--- config.mk ---
export PLATFORM = sky130hd
export DESIGN_NAME = serial_command_led_dimmer_top
export DESIGN_NICKNAME = d
export VERILOG_FILES = /design/src/scd_pkg.sv /design/src/serial_command_led_dimmer_top.sv /design/src/scd_fifo.sv /design/src/scd_front.sv /design/src/scd_back.sv
export SDC_FILE = /design/constraint.sdc
export NUM_CORES = 1
export LEC_CHECK = 0
export BUFFER_PORTS_ARGS = -buffer_cell sky130_fd_sc_hd__buf_2
export CORE_MARGIN = 1.5
export CORE_UTILIZATION = 49
export CTS_CLUSTER_SIZE = 28
export DETAILED_ROUTE_END_ITERATION = 16
export GPL_TIMING_DRIVEN = 0
export PLACE_DENSITY_LB_ADDON = 0.05
export SYNTH_ARGS = -nofsm -noshare
export SYNTH_HDL_FRONTEND = slang
export SYNTH_HIERARCHICAL = 1
export SYNTH_SLANG_ARGS = --single-unit
--- constraint.sdc ---
create_clock -name i_clk -period 11.5 [get_ports i_clk]
set_clock_uncertainty 0.05 [all_clocks]
set_input_delay 0.575 -clock i_clk [delete_from_list [all_inputs] [get_ports i_clk]]
set_output_delay 0.575 -clock i_clk [all_outputs]
set_load 0.05 [all_outputs]
--- src/scd_pkg.sv ---
// scd_pkg: shared types, codes and constants of the serial-command LED dimmer.
// No dependencies; imported by every module under src except scd_fifo.
package scd_pkg;

    // Field widths
    localparam int PCT_W  = 7;
    localparam int STEP_W = 7;
    localparam int LOCK_W = 10;
    localparam int CHAR_W = 8;
    localparam int CFG_W  = 10;
    localparam int CFG_IDX_W = 2;

    // Parameter defaults
    localparam int DEF_MAX_LINE_CHARS = 15;
    localparam int DEF_DUTY_BITS      = 10;
    localparam int CMD_FIFO_DEPTH     = 4;
    localparam int OUT_FIFO_DEPTH     = 2;

    // Register indexes
    localparam logic [CFG_IDX_W-1:0] CFG_SERIAL_STEP = 2'd0;
    localparam logic [CFG_IDX_W-1:0] CFG_BUTTON_STEP = 2'd1;
    localparam logic [CFG_IDX_W-1:0] CFG_LOCKOUT_MS  = 2'd2;

    // Register reset values
    localparam logic [STEP_W-1:0] SERIAL_STEP_RST = 7'd10;
    localparam logic [STEP_W-1:0] BUTTON_STEP_RST = 7'd5;
    localparam logic [LOCK_W-1:0] LOCKOUT_RST     = 10'd200;

    // Level limits
    localparam logic [PCT_W-1:0] PCT_MAX   = 7'd100;
    localparam logic [PCT_W-1:0] LEVEL_RST = 7'd50;
    localparam logic [PCT_W-1:0] DIGIT_SAT = 7'd101;
    localparam logic [LOCK_W-1:0] SINCE_SAT = 10'd1023;

    // Characters (letters compared after folding to lower case)
    localparam logic [CHAR_W-1:0] CH_LF     = 8'd10;
    localparam logic [CHAR_W-1:0] CH_CR     = 8'd13;
    localparam logic [CHAR_W-1:0] CH_ZERO   = 8'd48;
    localparam logic [CHAR_W-1:0] CH_NINE   = 8'd57;
    localparam logic [CHAR_W-1:0] CH_CASE   = 8'h20;
    localparam logic [CHAR_W-1:0] CH_LOW_U  = 8'h75;
    localparam logic [CHAR_W-1:0] CH_LOW_D  = 8'h64;
    localparam logic [CHAR_W-1:0] CH_LOW_M  = 8'h6d;
    localparam logic [CHAR_W-1:0] CH_LOW_N  = 8'h6e;

    // Command opcodes from front to back
    localparam logic [1:0] CMD_KEEP = 2'd0;
    localparam logic [1:0] CMD_ADD  = 2'd1;
    localparam logic [1:0] CMD_SUB  = 2'd2;
    localparam logic [1:0] CMD_SET  = 2'd3;

    typedef struct packed {
        logic [1:0]        op;
        logic [STEP_W-1:0] amount;
        logic              last;
    } t_cmd;

    localparam int CMD_W = $bits(t_cmd);

    // Gamma 2.2 curve at full scale 1023
    localparam int GAMMA_SCALE = 1023;
    localparam int PCT_ENTRIES = 101;
    localparam logic [9:0] GAMMA_ROM [0:PCT_ENTRIES-1] = '{
        10'd0,   10'd0,   10'd0,   10'd0,   10'd0,   10'd1,   10'd2,   10'd2,
        10'd3,   10'd5,   10'd6,   10'd7,   10'd9,   10'd11,  10'd13,  10'd15,
        10'd18,  10'd20,  10'd23,  10'd26,  10'd29,  10'd33,  10'd36,  10'd40,
        10'd44,  10'd48,  10'd52,  10'd57,  10'd62,  10'd67,  10'd72,  10'd77,
        10'd83,  10'd89,  10'd95,  10'd101, 10'd108, 10'd114, 10'd121, 10'd128,
        10'd136, 10'd143, 10'd151, 10'd159, 10'd168, 10'd176, 10'd185, 10'd194,
        10'd203, 10'd212, 10'd222, 10'd232, 10'd242, 10'd253, 10'd263, 10'd274,
        10'd285, 10'd297, 10'd308, 10'd320, 10'd332, 10'd344, 10'd357, 10'd370,
        10'd383, 10'd396, 10'd410, 10'd423, 10'd437, 10'd452, 10'd466, 10'd481,
        10'd496, 10'd511, 10'd527, 10'd543, 10'd559, 10'd575, 10'd592, 10'd609,
        10'd626, 10'd643, 10'd661, 10'd678, 10'd697, 10'd715, 10'd734, 10'd753,
        10'd772, 10'd791, 10'd811, 10'd831, 10'd851, 10'd872, 10'd892, 10'd913,
        10'd935, 10'd956, 10'd978, 10'd1000, 10'd1023
    };

endpackage

--- src/serial_command_led_dimmer_top.sv ---
// serial_command_led_dimmer_top: serial/button LED dimmer with linear and gamma duty.
// Depends on scd_pkg, scd_fifo, scd_front and scd_back.
//
//   channel   handshake               payload
//   items     push / full             i_operation, i_char_code, i_up_pressed, i_down_pressed
//   results   empty / pop             o_brightness_percent, o_linear_duty, o_gamma_duty,
//                                     o_last_of_run
//   config    i_cfg_we (no wait)      i_cfg_idx, i_cfg_wdata
//
// The front takes one item per cycle while full is low; a tick that fires both buttons holds
// full for one extra cycle while its second command enters the command queue.
// The back applies one command per cycle while the result queue has room; an item passes
// the command queue, level register and result queue, and leaves at one per cycle of pop.
// Synchronous active-low reset; no clearing pass. Full also rises when the command queue
// has fewer than two free slots, so a stall on pop backs up through both queues.
module serial_command_led_dimmer_top #(
    parameter int MAX_LINE_CHARS = scd_pkg::DEF_MAX_LINE_CHARS,
    parameter int DUTY_BITS      = scd_pkg::DEF_DUTY_BITS
) (
    input  logic                            i_clk,
    input  logic                            i_rst_n,
    input  logic                            i_cfg_we,
    input  logic [scd_pkg::CFG_IDX_W-1:0]   i_cfg_idx,
    input  logic [scd_pkg::CFG_W-1:0]       i_cfg_wdata,
    input  logic                            push,
    output logic                            full,
    input  logic                            i_operation,
    input  logic [scd_pkg::CHAR_W-1:0]      i_char_code,
    input  logic                            i_up_pressed,
    input  logic                            i_down_pressed,
    output logic                            empty,
    input  logic                            pop,
    output logic [scd_pkg::PCT_W-1:0]       o_brightness_percent,
    output logic [DUTY_BITS-1:0]            o_linear_duty,
    output logic [DUTY_BITS-1:0]            o_gamma_duty,
    output logic                            o_last_of_run
);
    import scd_pkg::*;

    localparam int RES_W  = PCT_W + 2 * DUTY_BITS + 1;
    localparam int CCNT_W = $clog2(CMD_FIFO_DEPTH + 1);

    logic              cmd_wr, cmd_rd, cmd_empty;
    t_cmd              cmd_in, cmd_out;
    logic [CCNT_W-1:0] cmd_count;
    logic              cmd_room2;

    logic                 res_wr, res_full;
    logic [PCT_W-1:0]     res_pct;
    logic [DUTY_BITS-1:0] res_lin, res_gamma;
    logic                 res_last;
    logic [RES_W-1:0]     res_in, res_out;

    assign cmd_room2 = (cmd_count <= CCNT_W'(CMD_FIFO_DEPTH - 2));

    // Front: classify items into commands
    scd_front #(
        .MAX_LINE_CHARS (MAX_LINE_CHARS)
    ) u_front (
        .i_clk          (i_clk),
        .i_rst_n        (i_rst_n),
        .i_cfg_we       (i_cfg_we),
        .i_cfg_idx      (i_cfg_idx),
        .i_cfg_wdata    (i_cfg_wdata),
        .i_push         (push),
        .o_full         (full),
        .i_operation    (i_operation),
        .i_char_code    (i_char_code),
        .i_up_pressed   (i_up_pressed),
        .i_down_pressed (i_down_pressed),
        .i_cmd_room2    (cmd_room2),
        .o_cmd_wr       (cmd_wr),
        .o_cmd          (cmd_in)
    );

    // Command queue between front and back
    scd_fifo #(
        .WIDTH (CMD_W),
        .DEPTH (CMD_FIFO_DEPTH)
    ) u_cmd_q (
        .i_clk     (i_clk),
        .i_rst_n   (i_rst_n),
        .i_wr      (cmd_wr),
        .i_wr_data (cmd_in),
        .i_rd      (cmd_rd),
        .o_rd_data (cmd_out),
        .o_empty   (cmd_empty),
        .o_full    (),
        .o_count   (cmd_count)
    );

    // Back: level update and duty lookup
    scd_back #(
        .DUTY_BITS (DUTY_BITS)
    ) u_back (
        .i_clk       (i_clk),
        .i_rst_n     (i_rst_n),
        .i_cmd_empty (cmd_empty),
        .i_cmd       (cmd_out),
        .o_cmd_rd    (cmd_rd),
        .i_res_full  (res_full),
        .o_res_wr    (res_wr),
        .o_pct       (res_pct),
        .o_lin       (res_lin),
        .o_gamma     (res_gamma),
        .o_last      (res_last)
    );

    // Result queue toward the output ports
    assign res_in = {res_pct, res_lin, res_gamma, res_last};

    scd_fifo #(
        .WIDTH (RES_W),
        .DEPTH (OUT_FIFO_DEPTH)
    ) u_res_q (
        .i_clk     (i_clk),
        .i_rst_n   (i_rst_n),
        .i_wr      (res_wr),
        .i_wr_data (res_in),
        .i_rd      (pop),
        .o_rd_data (res_out),
        .o_empty   (empty),
        .o_full    (res_full),
        .o_count   ()
    );

    assign o_brightness_percent = res_out[RES_W-1 -: PCT_W];
    assign o_linear_duty        = res_out[2*DUTY_BITS : DUTY_BITS+1];
    assign o_gamma_duty         = res_out[DUTY_BITS : 1];
    assign o_last_of_run        = res_out[0];
endmodule

--- src/scd_fifo.sv ---
// scd_fifo: small synchronous queue with a register array and combinational head read.
// Depends on nothing; used for the command queue and the result queue.
module scd_fifo #(
    parameter int WIDTH = 8,
    parameter int DEPTH = 2
) (
    input  logic                       i_clk,
    input  logic                       i_rst_n,
    input  logic                       i_wr,
    input  logic [WIDTH-1:0]           i_wr_data,
    input  logic                       i_rd,
    output logic [WIDTH-1:0]           o_rd_data,
    output logic                       o_empty,
    output logic                       o_full,
    output logic [$clog2(DEPTH+1)-1:0] o_count
);
    localparam int PW = (DEPTH > 1) ? $clog2(DEPTH) : 1;
    localparam int CW = $clog2(DEPTH + 1);

    logic [WIDTH-1:0] r_mem [0:DEPTH-1];
    logic [PW-1:0]    r_wr_ptr, r_rd_ptr;
    logic [CW-1:0]    r_count;
    logic             do_wr, do_rd;

    assign o_empty   = (r_count == '0);
    assign o_full    = (r_count == CW'(DEPTH));
    assign o_count   = r_count;
    assign o_rd_data = r_mem[r_rd_ptr];
    assign do_wr     = i_wr && !o_full;
    assign do_rd     = i_rd && !o_empty;

    // Storage
    always_ff @(posedge i_clk) begin
        if (do_wr) begin
            r_mem[r_wr_ptr] <= i_wr_data;
        end
    end

    // Pointers and fill count
    always_ff @(posedge i_clk) begin
        if (!i_rst_n) begin
            r_wr_ptr <= '0;
            r_rd_ptr <= '0;
            r_count  <= '0;
        end else begin
            if (do_wr) begin
                r_wr_ptr <= (r_wr_ptr == PW'(DEPTH - 1)) ? '0 : PW'(r_wr_ptr + 1'b1);
            end
            if (do_rd) begin
                r_rd_ptr <= (r_rd_ptr == PW'(DEPTH - 1)) ? '0 : PW'(r_rd_ptr + 1'b1);
            end
            if (do_wr && !do_rd) begin
                r_count <= CW'(r_count + 1'b1);
            end else if (do_rd && !do_wr) begin
                r_count <= CW'(r_count - 1'b1);
            end
        end
    end
endmodule

--- src/scd_front.sv ---
// scd_front: accepts characters and ticks, keeps line and lockout state, issues commands.
// Depends on scd_pkg; feeds the command queue read by scd_back.
module scd_front #(
    parameter int MAX_LINE_CHARS = scd_pkg::DEF_MAX_LINE_CHARS
) (
    input  logic                            i_clk,
    input  logic                            i_rst_n,
    // configuration
    input  logic                            i_cfg_we,
    input  logic [scd_pkg::CFG_IDX_W-1:0]   i_cfg_idx,
    input  logic [scd_pkg::CFG_W-1:0]       i_cfg_wdata,
    // items
    input  logic                            i_push,
    output logic                            o_full,
    input  logic                            i_operation,
    input  logic [scd_pkg::CHAR_W-1:0]      i_char_code,
    input  logic                            i_up_pressed,
    input  logic                            i_down_pressed,
    // command queue
    input  logic                            i_cmd_room2,
    output logic                            o_cmd_wr,
    output scd_pkg::t_cmd                   o_cmd
);
    import scd_pkg::*;

    localparam int LW = $clog2(MAX_LINE_CHARS + 1);

    logic [STEP_W-1:0] r_serial_step, r_button_step;
    logic [LOCK_W-1:0] r_lockout;
    logic [LW-1:0]     r_line_len, n_line_len;
    logic [CHAR_W-1:0] r_first_char, n_first_char;
    logic [PCT_W-1:0]  r_digit_val, n_digit_val;
    logic              r_digits_run, n_digits_run;
    logic [LOCK_W-1:0] r_since, n_since;
    logic              r_pend;
    t_cmd              r_pend_cmd;

    logic              accept;
    logic              is_eol, is_dig, first_dig;
    logic [CHAR_W-1:0] fold;
    logic [3:0]        dig;
    logic [9:0]        dig_ext;
    logic [LOCK_W-1:0] since_inc;
    logic              gate, up_go, dn_go;
    t_cmd              line_cmd, up_cmd, dn_cmd;
    logic              item_wr;
    t_cmd              item_cmd;

    assign o_full = r_pend || !i_cmd_room2;
    assign accept = i_push && !o_full;

    // Register writes
    always_ff @(posedge i_clk) begin
        if (!i_rst_n) begin
            r_serial_step <= SERIAL_STEP_RST;
            r_button_step <= BUTTON_STEP_RST;
            r_lockout     <= LOCKOUT_RST;
        end else if (i_cfg_we) begin
            case (i_cfg_idx)
                CFG_SERIAL_STEP: r_serial_step <= i_cfg_wdata[STEP_W-1:0];
                CFG_BUTTON_STEP: r_button_step <= i_cfg_wdata[STEP_W-1:0];
                CFG_LOCKOUT_MS:  r_lockout     <= i_cfg_wdata[LOCK_W-1:0];
                default: ;
            endcase
        end
    end

    // Character classification
    assign is_eol    = (i_char_code == CH_LF) || (i_char_code == CH_CR);
    assign is_dig    = (i_char_code >= CH_ZERO) && (i_char_code <= CH_NINE);
    assign dig       = 4'(i_char_code - CH_ZERO);
    assign dig_ext   = 10'(r_digit_val) * 10'd10 + 10'(dig);
    assign fold      = r_first_char | CH_CASE;
    assign first_dig = (r_first_char >= CH_ZERO) && (r_first_char <= CH_NINE);

    // Command for a completed line
    always_comb begin
        line_cmd.last   = 1'b1;
        line_cmd.op     = CMD_KEEP;
        line_cmd.amount = '0;
        if (fold == CH_LOW_U) begin
            line_cmd.op     = CMD_ADD;
            line_cmd.amount = r_serial_step;
        end else if (fold == CH_LOW_D) begin
            line_cmd.op     = CMD_SUB;
            line_cmd.amount = r_serial_step;
        end else if (fold == CH_LOW_M) begin
            line_cmd.op     = CMD_SET;
            line_cmd.amount = PCT_MAX;
        end else if (fold == CH_LOW_N) begin
            line_cmd.op     = CMD_SET;
            line_cmd.amount = '0;
        end else if (first_dig) begin
            line_cmd.op     = CMD_SET;
            line_cmd.amount = (r_digit_val > PCT_MAX) ? PCT_MAX : r_digit_val;
        end
    end

    // Button gate, evaluated once per tick
    assign since_inc = (r_since < SINCE_SAT) ? LOCK_W'(r_since + 1'b1) : r_since;
    assign gate      = since_inc > r_lockout;
    assign up_go     = gate && i_up_pressed;
    assign dn_go     = gate && i_down_pressed;

    always_comb begin
        up_cmd.op     = CMD_ADD;
        up_cmd.amount = r_button_step;
        up_cmd.last   = !dn_go;
        dn_cmd.op     = CMD_SUB;
        dn_cmd.amount = r_button_step;
        dn_cmd.last   = 1'b1;
    end

    // Next line / lockout state and command of the accepted item
    always_comb begin
        n_line_len   = r_line_len;
        n_first_char = r_first_char;
        n_digit_val  = r_digit_val;
        n_digits_run = r_digits_run;
        n_since      = r_since;
        item_wr      = 1'b0;
        item_cmd     = line_cmd;
        if (!i_operation) begin
            if (is_eol) begin
                if (r_line_len != '0) begin
                    item_wr      = 1'b1;
                    n_line_len   = '0;
                    n_first_char = '0;
                    n_digit_val  = '0;
                    n_digits_run = 1'b0;
                end
            end else if (r_line_len < LW'(MAX_LINE_CHARS)) begin
                n_line_len = LW'(r_line_len + 1'b1);
                if (r_line_len == '0) begin
                    n_first_char = i_char_code;
                    n_digits_run = is_dig;
                    n_digit_val  = is_dig ? PCT_W'(dig) : '0;
                end else if (r_digits_run) begin
                    if (is_dig) begin
                        n_digit_val = (dig_ext > 10'(DIGIT_SAT)) ? DIGIT_SAT
                                                                 : PCT_W'(dig_ext);
                    end else begin
                        n_digits_run = 1'b0;
                    end
                end
            end
        end else begin
            n_since = (up_go || dn_go) ? '0 : since_inc;
            if (up_go) begin
                item_wr  = 1'b1;
                item_cmd = up_cmd;
            end else if (dn_go) begin
                item_wr  = 1'b1;
                item_cmd = dn_cmd;
            end
        end
    end

    // Command queue write: a held second press goes first
    assign o_cmd_wr = r_pend || (accept && item_wr);
    assign o_cmd    = r_pend ? r_pend_cmd : item_cmd;

    always_ff @(posedge i_clk) begin
        r_pend_cmd <= dn_cmd;
    end

    // State update
    always_ff @(posedge i_clk) begin
        if (!i_rst_n) begin
            r_line_len   <= '0;
            r_first_char <= '0;
            r_digit_val  <= '0;
            r_digits_run <= 1'b0;
            r_since      <= '0;
            r_pend       <= 1'b0;
        end else begin
            r_pend <= accept && i_operation && up_go && dn_go;
            if (accept) begin
                r_line_len   <= n_line_len;
                r_first_char <= n_first_char;
                r_digit_val  <= n_digit_val;
                r_digits_run <= n_digits_run;
                r_since      <= n_since;
            end
        end
    end
endmodule

--- src/scd_back.sv ---
// scd_back: applies commands to the brightness level and forms duty results.
// Depends on scd_pkg; reads the command queue, writes the result queue.
module scd_back #(
    parameter int DUTY_BITS = scd_pkg::DEF_DUTY_BITS
) (
    input  logic                         i_clk,
    input  logic                         i_rst_n,
    // command queue
    input  logic                         i_cmd_empty,
    input  scd_pkg::t_cmd                i_cmd,
    output logic                         o_cmd_rd,
    // result queue
    input  logic                         i_res_full,
    output logic                         o_res_wr,
    output logic [scd_pkg::PCT_W-1:0]    o_pct,
    output logic [DUTY_BITS-1:0]         o_lin,
    output logic [DUTY_BITS-1:0]         o_gamma,
    output logic                         o_last
);
    import scd_pkg::*;

    localparam int unsigned DUTY_MAX = (1 << DUTY_BITS) - 1;

    logic [PCT_W-1:0]     r_level, n_level;
    logic                 r_stg_vld, r_stg_last;
    logic [PCT_W:0]       sum;
    logic [DUTY_BITS-1:0] lin_tab   [0:PCT_ENTRIES-1];
    logic [DUTY_BITS-1:0] gamma_tab [0:PCT_ENTRIES-1];

    // Duty tables, scaled at elaboration
    for (genvar g = 0; g < PCT_ENTRIES; g++) begin : g_tab
        localparam int unsigned LV = (g * DUTY_MAX) / 100;
        localparam int unsigned GV = (int'(GAMMA_ROM[g]) * DUTY_MAX) / GAMMA_SCALE;
        assign lin_tab[g]   = LV[DUTY_BITS-1:0];
        assign gamma_tab[g] = GV[DUTY_BITS-1:0];
    end

    // Handshakes: the stage moves on when the result queue has room
    assign o_res_wr = r_stg_vld && !i_res_full;
    assign o_cmd_rd = !i_cmd_empty && (!r_stg_vld || o_res_wr);

    // Level update with clamping to 0..100
    assign sum = (PCT_W + 1)'(r_level) + (PCT_W + 1)'(i_cmd.amount);
    always_comb begin
        case (i_cmd.op)
            CMD_ADD: n_level = (sum > (PCT_W + 1)'(PCT_MAX)) ? PCT_MAX : PCT_W'(sum);
            CMD_SUB: n_level = (r_level < i_cmd.amount) ? '0 : PCT_W'(r_level - i_cmd.amount);
            CMD_SET: n_level = i_cmd.amount;
            default: n_level = r_level;
        endcase
    end

    always_ff @(posedge i_clk) begin
        if (!i_rst_n) begin
            r_level    <= LEVEL_RST;
            r_stg_vld  <= 1'b0;
            r_stg_last <= 1'b0;
        end else if (o_cmd_rd) begin
            r_level    <= n_level;
            r_stg_vld  <= 1'b1;
            r_stg_last <= i_cmd.last;
        end else if (o_res_wr) begin
            r_stg_vld  <= 1'b0;
        end
    end

    // Result fields from the registered level
    assign o_pct   = r_level;
    assign o_lin   = lin_tab[r_level];
    assign o_gamma = gamma_tab[r_level];
    assign o_last  = r_stg_last;
endmodule

After elaboration in Yosys (flattened, before gate mapping). Memory sizes are Yosys's and may differ from the RTL's. A register that Yosys moved wholly into a read port is not among the register bits. Cells that the tools add are included.

Add/subtract/negate cells: 14. $mul: 1. Divide/modulo/power cells: 0. $lt $le $gt $ge: 13. Eq/ne operators: 16. Shifts and indexed selects: 0. Muxes and demuxes: 63. Bitwise operators: 2. Reduce and logical (&&, ||, !) cells: 57.

Operator list (number): $mux 10 (10); $mux 7 (10); $mux 9 (5); $mux 8 (4); $eq 7x6->1 const B (4); $mux 1 (21); $pmux 7 s3 (1); $logic_and 1x1->1 (19); $eq 8x4->1 const B (2); $ge 8x6->1 const B (2); $le 8x6->1 const B (2); $mux 4 (4); $eq 2x2->1 const B (6); $logic_not 1->1 (12); $mux 2 (6); $add 10x1->10 const B (1); $add 10x4->10 (1); $gt 10x10->1 (1); $gt 10x7->1 const B (1); $lt 10x10->1 const B (1); $reduce_and 2->1 (5); $reduce_bool 2->1 (5); $mul 7x3->9 const B (1); $reduce_bool 3->1 (3); other kinds (29) (39).

Flip-flop bits (word level): 82. Bits in latches: 0. RAM bits: 96. ROM bits: 2560. Input bits: 28. Logic and storage cells: 189. Memories: 4.

Memories: (no name shown) (depth 128, width 10, rd ports 1, clocked after memory_dff 0, write ports 0, line scd_back.sv:69) `assign o_lin = lin_tab[r_level];`; (no name shown) (depth 128, width 10, rd ports 1, clocked after memory_dff 0, write ports 0, line scd_back.sv:70) `assign o_gamma = gamma_tab[r_level];`; u_res_q.r_mem (depth 2, width 28, rd ports 1, clocked after memory_dff 1, write ports 1, line scd_fifo.sv:20) `logic [WIDTH-1:0] r_mem [0:DEPTH-1];`; u_cmd_q.r_mem (depth 4, width 10, rd ports 1, clocked after memory_dff 1, write ports 1, line scd_fifo.sv:20).

Depth between registers and ports, before layout.
Word-level depth: 14. Mapped depth: 21. Depth with buffers taken out: 20.

Cells and area by module. The synthesis kept the hierarchy.

By module, submodules not included: scd_front (instances 1, cells each 470, area an instance 3976.3 sq um); scd_back (instances 1, cells each 571, area an instance 3667.3 sq um); scd_fifo at u_res_q (instances 1, cells each 112, area an instance 2250.9 sq um); scd_fifo at u_cmd_q (instances 1, cells each 103, area an instance 1915.6 sq um); serial_command_led_dimmer_top (instances 1, cells each 1, area an instance 8.8 sq um).

Worst setup path before layout. No wires, ideal clock.

Path type: register to register. Start point: reg u_front.r_since[0]. End point: reg u_cmd_q.r_count[2] (netlist: u_cmd_q/o_count[2]). Library setup time: 0.076 ns. Arrival: 4.164 ns. Data required time: 11.374 ns. Slack: 7.210 ns. Cell stages (with the launch flop): 21. Path buffers: 2. Cell sequence: dfxtp_1 ha_1 nand3_1 or4_1 clkbuf_1 mux2_2 ha_1 nor2b_1 o21bai_1 a31oi_1 o211ai_1 o32ai_1 a21o_1 nor2b_1 buf_2 ha_1 inv_1 fa_1 xor2_1 or3_1 a21boi_0.

Longest elaborated chain between the ends: 13. Elaborated cells between the ends (all ways): 17. Those cells by class: add/sub: 1; order compare: 2; mux: 5; reduce/logical: 9.

RTL lines: start: declaration (line scd_front.sv:34) `logic [LOCK_W-1:0] r_since, n_since;`; start signal: assignment (line scd_front.sv:183) `r_since <= n_since;`; $add 10x1->10 / $lt 10x10->1 (equally long branches) (line scd_front.sv:100) `assign since_inc = (r_since < SINCE_SAT) ? LOCK_W'(r_since + 1'b1) : r_since;`; $mux 10 (*) (line scd_front.sv:100); $gt 10x10->1 (*) (line scd_front.sv:101) `assign gate = since_inc > r_lockout;`; $logic_and 1x1->1 (line scd_front.sv:103) `assign dn_go = gate && i_down_pressed;`; $mux 1 (line scd_front.sv:152) `end else if (dn_go) begin`; $mux 1 (*) (line scd_front.sv:149) `if (up_go) begin`; $mux 1 (*) (line scd_front.sv:123) `if (!i_operation) begin`; $logic_and 1x1->1 (*) (line scd_front.sv:160) `assign o_cmd_wr = r_pend || (accept && item_wr);`; $logic_or 1x1->1 (*) (line scd_front.sv:160); via cmd_wr (line serial_command_led_dimmer_top.sv:43) `logic cmd_wr, cmd_rd, cmd_empty;`; $logic_and 1x1->1 (*) (line scd_fifo.sv:29) `assign do_wr = i_wr && !o_full;`; via u_cmd_q.do_wr (line scd_fifo.sv:23) `logic do_wr, do_rd;`; $logic_not 1->1 (line scd_fifo.sv:54) `end else if (do_rd && !do_wr) begin`; $logic_and 1x1->1 (line scd_fifo.sv:54); $reduce_bool 2->1 (no line); end signal: assignment (line scd_fifo.sv:53) `r_count <= CW'(r_count + 1'b1);`; end signal: assignment (line scd_fifo.sv:55) `r_count <= CW'(r_count - 1'b1);`; end: declaration (line scd_fifo.sv:22) `logic [CW-1:0] r_count;`.

The timed path passes the listed nets; every way through them passes the cells marked *. A chain may end at the register's enable or synchronous reset.

Worst setup path in the final report. Ends and elaborated chain as after synthesis.

==> impl_metrics.ini <==
[outcome]
status = complete, no violations

[floorplan]
die_y_um = 158
core.rowCount = 56
chipWidth_um = 158
core_area_mm2 = 0.0235
initial_util_pct = 50.2
io_pins = 58
floorplan.die_area_mm2 = 0.0251

[clock_network]
clockRootBuffer = sky130_fd_sc_hd__clkbuf_16
cts_inserted_buffers = 17
cts_tree = done
path_clk_slew_ns = 0.08
worst_skew_pair.late_latency_ns = 0.44
holdBufCountCts = 0
clock-sinks = 181
clock_tree.buffer_depth = 2
postCtsSetupRepairBufs = 0
htree_num_levels = 4
post_cts.resized_instances = 0

[routing]
drt_iter0_markers = 1259
num_vias = 10520
drc = 0
first_pass_iters = 6
post_drt_via_cell_ratio = 6.31
finalWirelength_mm = 36.9
routed_wire_length_per_instance_um = 22.1
antenna_left = 0

[place]
placement.cell_area_mm2 = 0.0125
dp_hpwl_mm = 26.0
place_congestion = 1.00
post-place-cells = 1634
preCtsSetupSlack_ns = 6.54
port_buffers = 57

[yosys]
synth.ff_latch_count = 181
sequential_share_of_the_synthesized_area_pct = 38.8
syn_inst = 1257
synthesized_area_divided_by_synthesized_cell_count_um2 = 9.40
synth-main-ff-cell = sky130_fd_sc_hd__edfxtp_1
synth-warning-count = 6
postSynthNetCount = 1354
synth-edff-count = 96
ys_types = 96
synth-async-reset-ratio_pct = 0
area_of_the_mapped_netlist_mm2 = 0.0118

[finish]
seqCellArea_mm2 = 0.00458
final.fill_count = 2215
finish.cell_count_without_fillers = 1667
final_cell_area_mm2 = 0.0132
area_growth_pct = 11.3
layout-drive-gt1-share_pct = 13.4
finalNetCount = 1431
multiInputGateArea_mm2 = 0.00666

[pwr]
power_density_relative_to_cell_area_mw_per_mm2 = 115
power_leakage_nw = 4.93
ir_drop_uv = 86.5

[sta]
final_hold_slack_ns = 0.326
setup_tns_ns = 0
period_share_pct = 43.3
drv_slew = 0
clock.fmax_mhz = 201
max_slew_margin_pct = 32.3
post-route-min-period_ns = 4.98
grt_setup_unrepaired = no
worstMarginPinSlew_ns = 1.01
timing_hold_violations_final = 0
setup-violations-final = 0
worst_setup_slack_final_ns = 6.52

[setup_path]
crit-reg2reg-capture = u_cmd_q/o_count[2]
ff2ff_path_depth = 20
critPathSlowestCell = sky130_fd_sc_hd__or4_1
cpPeakStageDelay_ns = 0.44
timing.critical_path.from_type = flip-flop
crit_fanout = 10
r2r_start = u_front/r_since[0]
cp-endpoint = u_cmd_q/o_count[2]
timing.critical_path.required_ns = 11.81
worst_setup_path_startpoint = u_front/r_since[0]
crit_path_category = reg -> reg
cell_chain_of_the_critical_path = ha_1, nand3_1, or4_1, clkbuf_1, mux2_2, ha_1, nor2b_1, o21bai_1, a31oi_1, o211ai_1, o32ai_1, a21o_1, nor2b_1, buf_2, ha_1, inv_1, fa_1, xor2_1, or3_1, a21boi_0
worst-endpoint-arrival_ns = 5.30
critPathCaptureType = flip-flop
path_common_cell = sky130_fd_sc_hd__ha_1
setup.reg_to_reg.worst_slack_ns = 6.52

[global_routing]
vias_in_the_first_global_route = 10085
grt_start_max_net_pins = 29
grt_overflow_total = 0
first_pass_grt_wire_length_mm = 57.0
aggregate_global_route_resource_usage_pct = 30.2
initial_antenna_violation_count = 1

[hold_path]
hold_class = in -> reg

[run]
drv.max_cap_violation_count = 0
## final cells by class
class / instances / share of cell area (%)
timing repair buffer: 58 / 2.28
buffer: 88 / 2.92
multi-input combinational: 935 / 50.6
clock buffer: 17 / 3.24
clock inverter: 15 / 1.49
sequential: 181 / 34.9
tap: 319 / 3.04
inverter: 53 / 1.51
antenna: 1 / 0.0190
## report_power, final
| part | total (mW) | switching [mW] | internal [mW] |
|---|---|---|---|
| Combinational | 0.208 | 0.141 | 0.0672 |
| Sequential | 0.694 | 0.00894 | 0.685 |
| Clock | 0.610 | 0.293 | 0.317 |
| Total | 1.51 | 0.443 | 1.07 |
## Yosys cell counts (all sizes together) (6+ instances only)
library cell | instances | area share, %
o21a | 8 | 0.51
and3 | 8 | 0.47
nor3b | 8 | 0.69
nor2b | 19 | 1.0
or3 | 8 | 0.42
a31oi | 28 | 1.5
a22oi | 7 | 0.44
ha | 64 | 6.8
mux2i | 27 | 2.3
inv | 52 | 1.7
nor2 | 86 | 2.7
a21o | 15 | 0.95
edfxtp | 96 | 24
o31ai | 7 | 0.44
mux4 | 15 | 2.9
nand3b | 7 | 0.44
nand2 | 119 | 3.8
clkbuf | 55 | 1.7
o311a | 7 | 0.59
o221ai | 6 | 0.44
a211oi | 19 | 1.2
o211ai | 19 | 1.2
nand2b | 28 | 1.5
and2 | 17 | 0.90
a22o | 6 | 0.44
a21oi | 72 | 3.1
a21boi | 7 | 0.44
o21ai | 90 | 3.9
mux2 | 31 | 3.0
nor3 | 19 | 0.94
xor2 | 17 | 1.3
nand3 | 37 | 1.6
a221oi | 8 | 0.65
dfxtp | 85 | 14
nand4 | 6 | 0.32
o22ai | 6 | 0.32
xnor2 | 16 | 1.2
buf | 33 | 1.5
a311oi | 8 | 0.59
## worst max-delay path, delay by kind of cell (launching register included)
kind,cells,cell delay (ns)
flip-flops,1,0.42
AO/OA/AOI/OAI,6,1.27
AND/OR/NAND/NOR,5,1.06
buffers and inverters,3,0.50
adder cells (fa/ha/maj),4,1.10
XOR/XNOR,1,0.16
multiplexers,1,0.34
## per-layer routing
layer	vias up	global-route usage, %	routed length (um)	share of wire (%)
met2	561	47.8	16500	45
li1	4836	-	-	-
met4	0	13.6	1560	4.2
met5	-	0	0	0
met1	5000	40.5	15700	43
met3	123	5.36	3120	8.5
## sequential cells by signal, indices dropped and copies added (netlist names), 7 cells and up, named ones only
name,count
u_back/o_pct,7
u_cmd_q/r_mem,40
u_front/r_button_step,7
u_front/r_digit_val,7
u_front/r_first_char,8
u_front/r_lockout,10
u_front/r_pend_cmd,7
u_front/r_serial_step,7
u_front/r_since,10
u_res_q/r_mem,56
## placed cells by master (no fill, tap or decap), types with 11 or more instances in the layout
cell type / n
sky130_fd_sc_hd__dfxtp_1: 85
sky130_fd_sc_hd__clkbuf_16: 17
sky130_fd_sc_hd__mux2i_1: 27
sky130_fd_sc_hd__buf_1: 11
sky130_fd_sc_hd__nand2_1: 116
sky130_fd_sc_hd__mux2_2: 29
sky130_fd_sc_hd__o211ai_1: 19
sky130_fd_sc_hd__nand3_1: 37
sky130_fd_sc_hd__clkbuf_1: 55
sky130_fd_sc_hd__ha_1: 64
sky130_fd_sc_hd__a31oi_1: 28
sky130_fd_sc_hd__nand2b_1: 28
sky130_fd_sc_hd__mux4_2: 15
sky130_fd_sc_hd__nor2_1: 86
sky130_fd_sc_hd__nor2b_1: 19
sky130_fd_sc_hd__a21oi_1: 71
sky130_fd_sc_hd__and2_1: 15
sky130_fd_sc_hd__xor2_1: 17
sky130_fd_sc_hd__a21o_1: 15
sky130_fd_sc_hd__nor3_1: 17
sky130_fd_sc_hd__edfxtp_1: 96
sky130_fd_sc_hd__a211oi_1: 19
sky130_fd_sc_hd__xnor2_1: 16
sky130_fd_sc_hd__buf_2: 73
sky130_fd_sc_hd__inv_1: 51
sky130_fd_sc_hd__o21ai_0: 85
## metrics by stage
| step | util, % | total power [mW] |
|---|---|---|
| after global routing | 55.9 | 1.57 |
| final | 55.9 | 1.51 |
| after detailed placement | 53.2 | 0.917 |
| after global placement | 53.1 | 0.915 |
| after CTS | 55.8 | 1.52 |
| after floorplan | - | 0.864 |
## worst min-delay path by stage
stage / slack (ns) / startpoint / endpoint / cells past startpoint
6_report: 0.33 / i_cfg_wdata[9] / u_front/r_lockout[9] / 3
2_1_floorplan: 0.30 / u_front/r_button_step[0] / u_front/r_pend_cmd[1] / 0
3_5_place_dp: 0.32 / u_front/r_button_step[1] / u_front/r_pend_cmd[2] / 0
3_3_place_gp: 0.32 / u_front/r_button_step[1] / u_front/r_pend_cmd[2] / 0
4_1_cts: 0.32 / i_cfg_wdata[9] / u_front/r_lockout[9] / 3
5_1_grt: 0.32 / i_cfg_wdata[9] / u_front/r_lockout[9] / 3
## cells by family after synthesis
family	after synthesis	share of synthesized area, %
adder cells (fa/ha/maj)	69	7.62
AO/OA/AOI/OAI	372	21.4
XOR/XNOR	33	2.45
flip-flops	181	38.8
multiplexers	73	8.13
AND/OR/NAND/NOR	388	16.7
buffers and inverters	141	4.93
(Power assumes the default switching activity.)
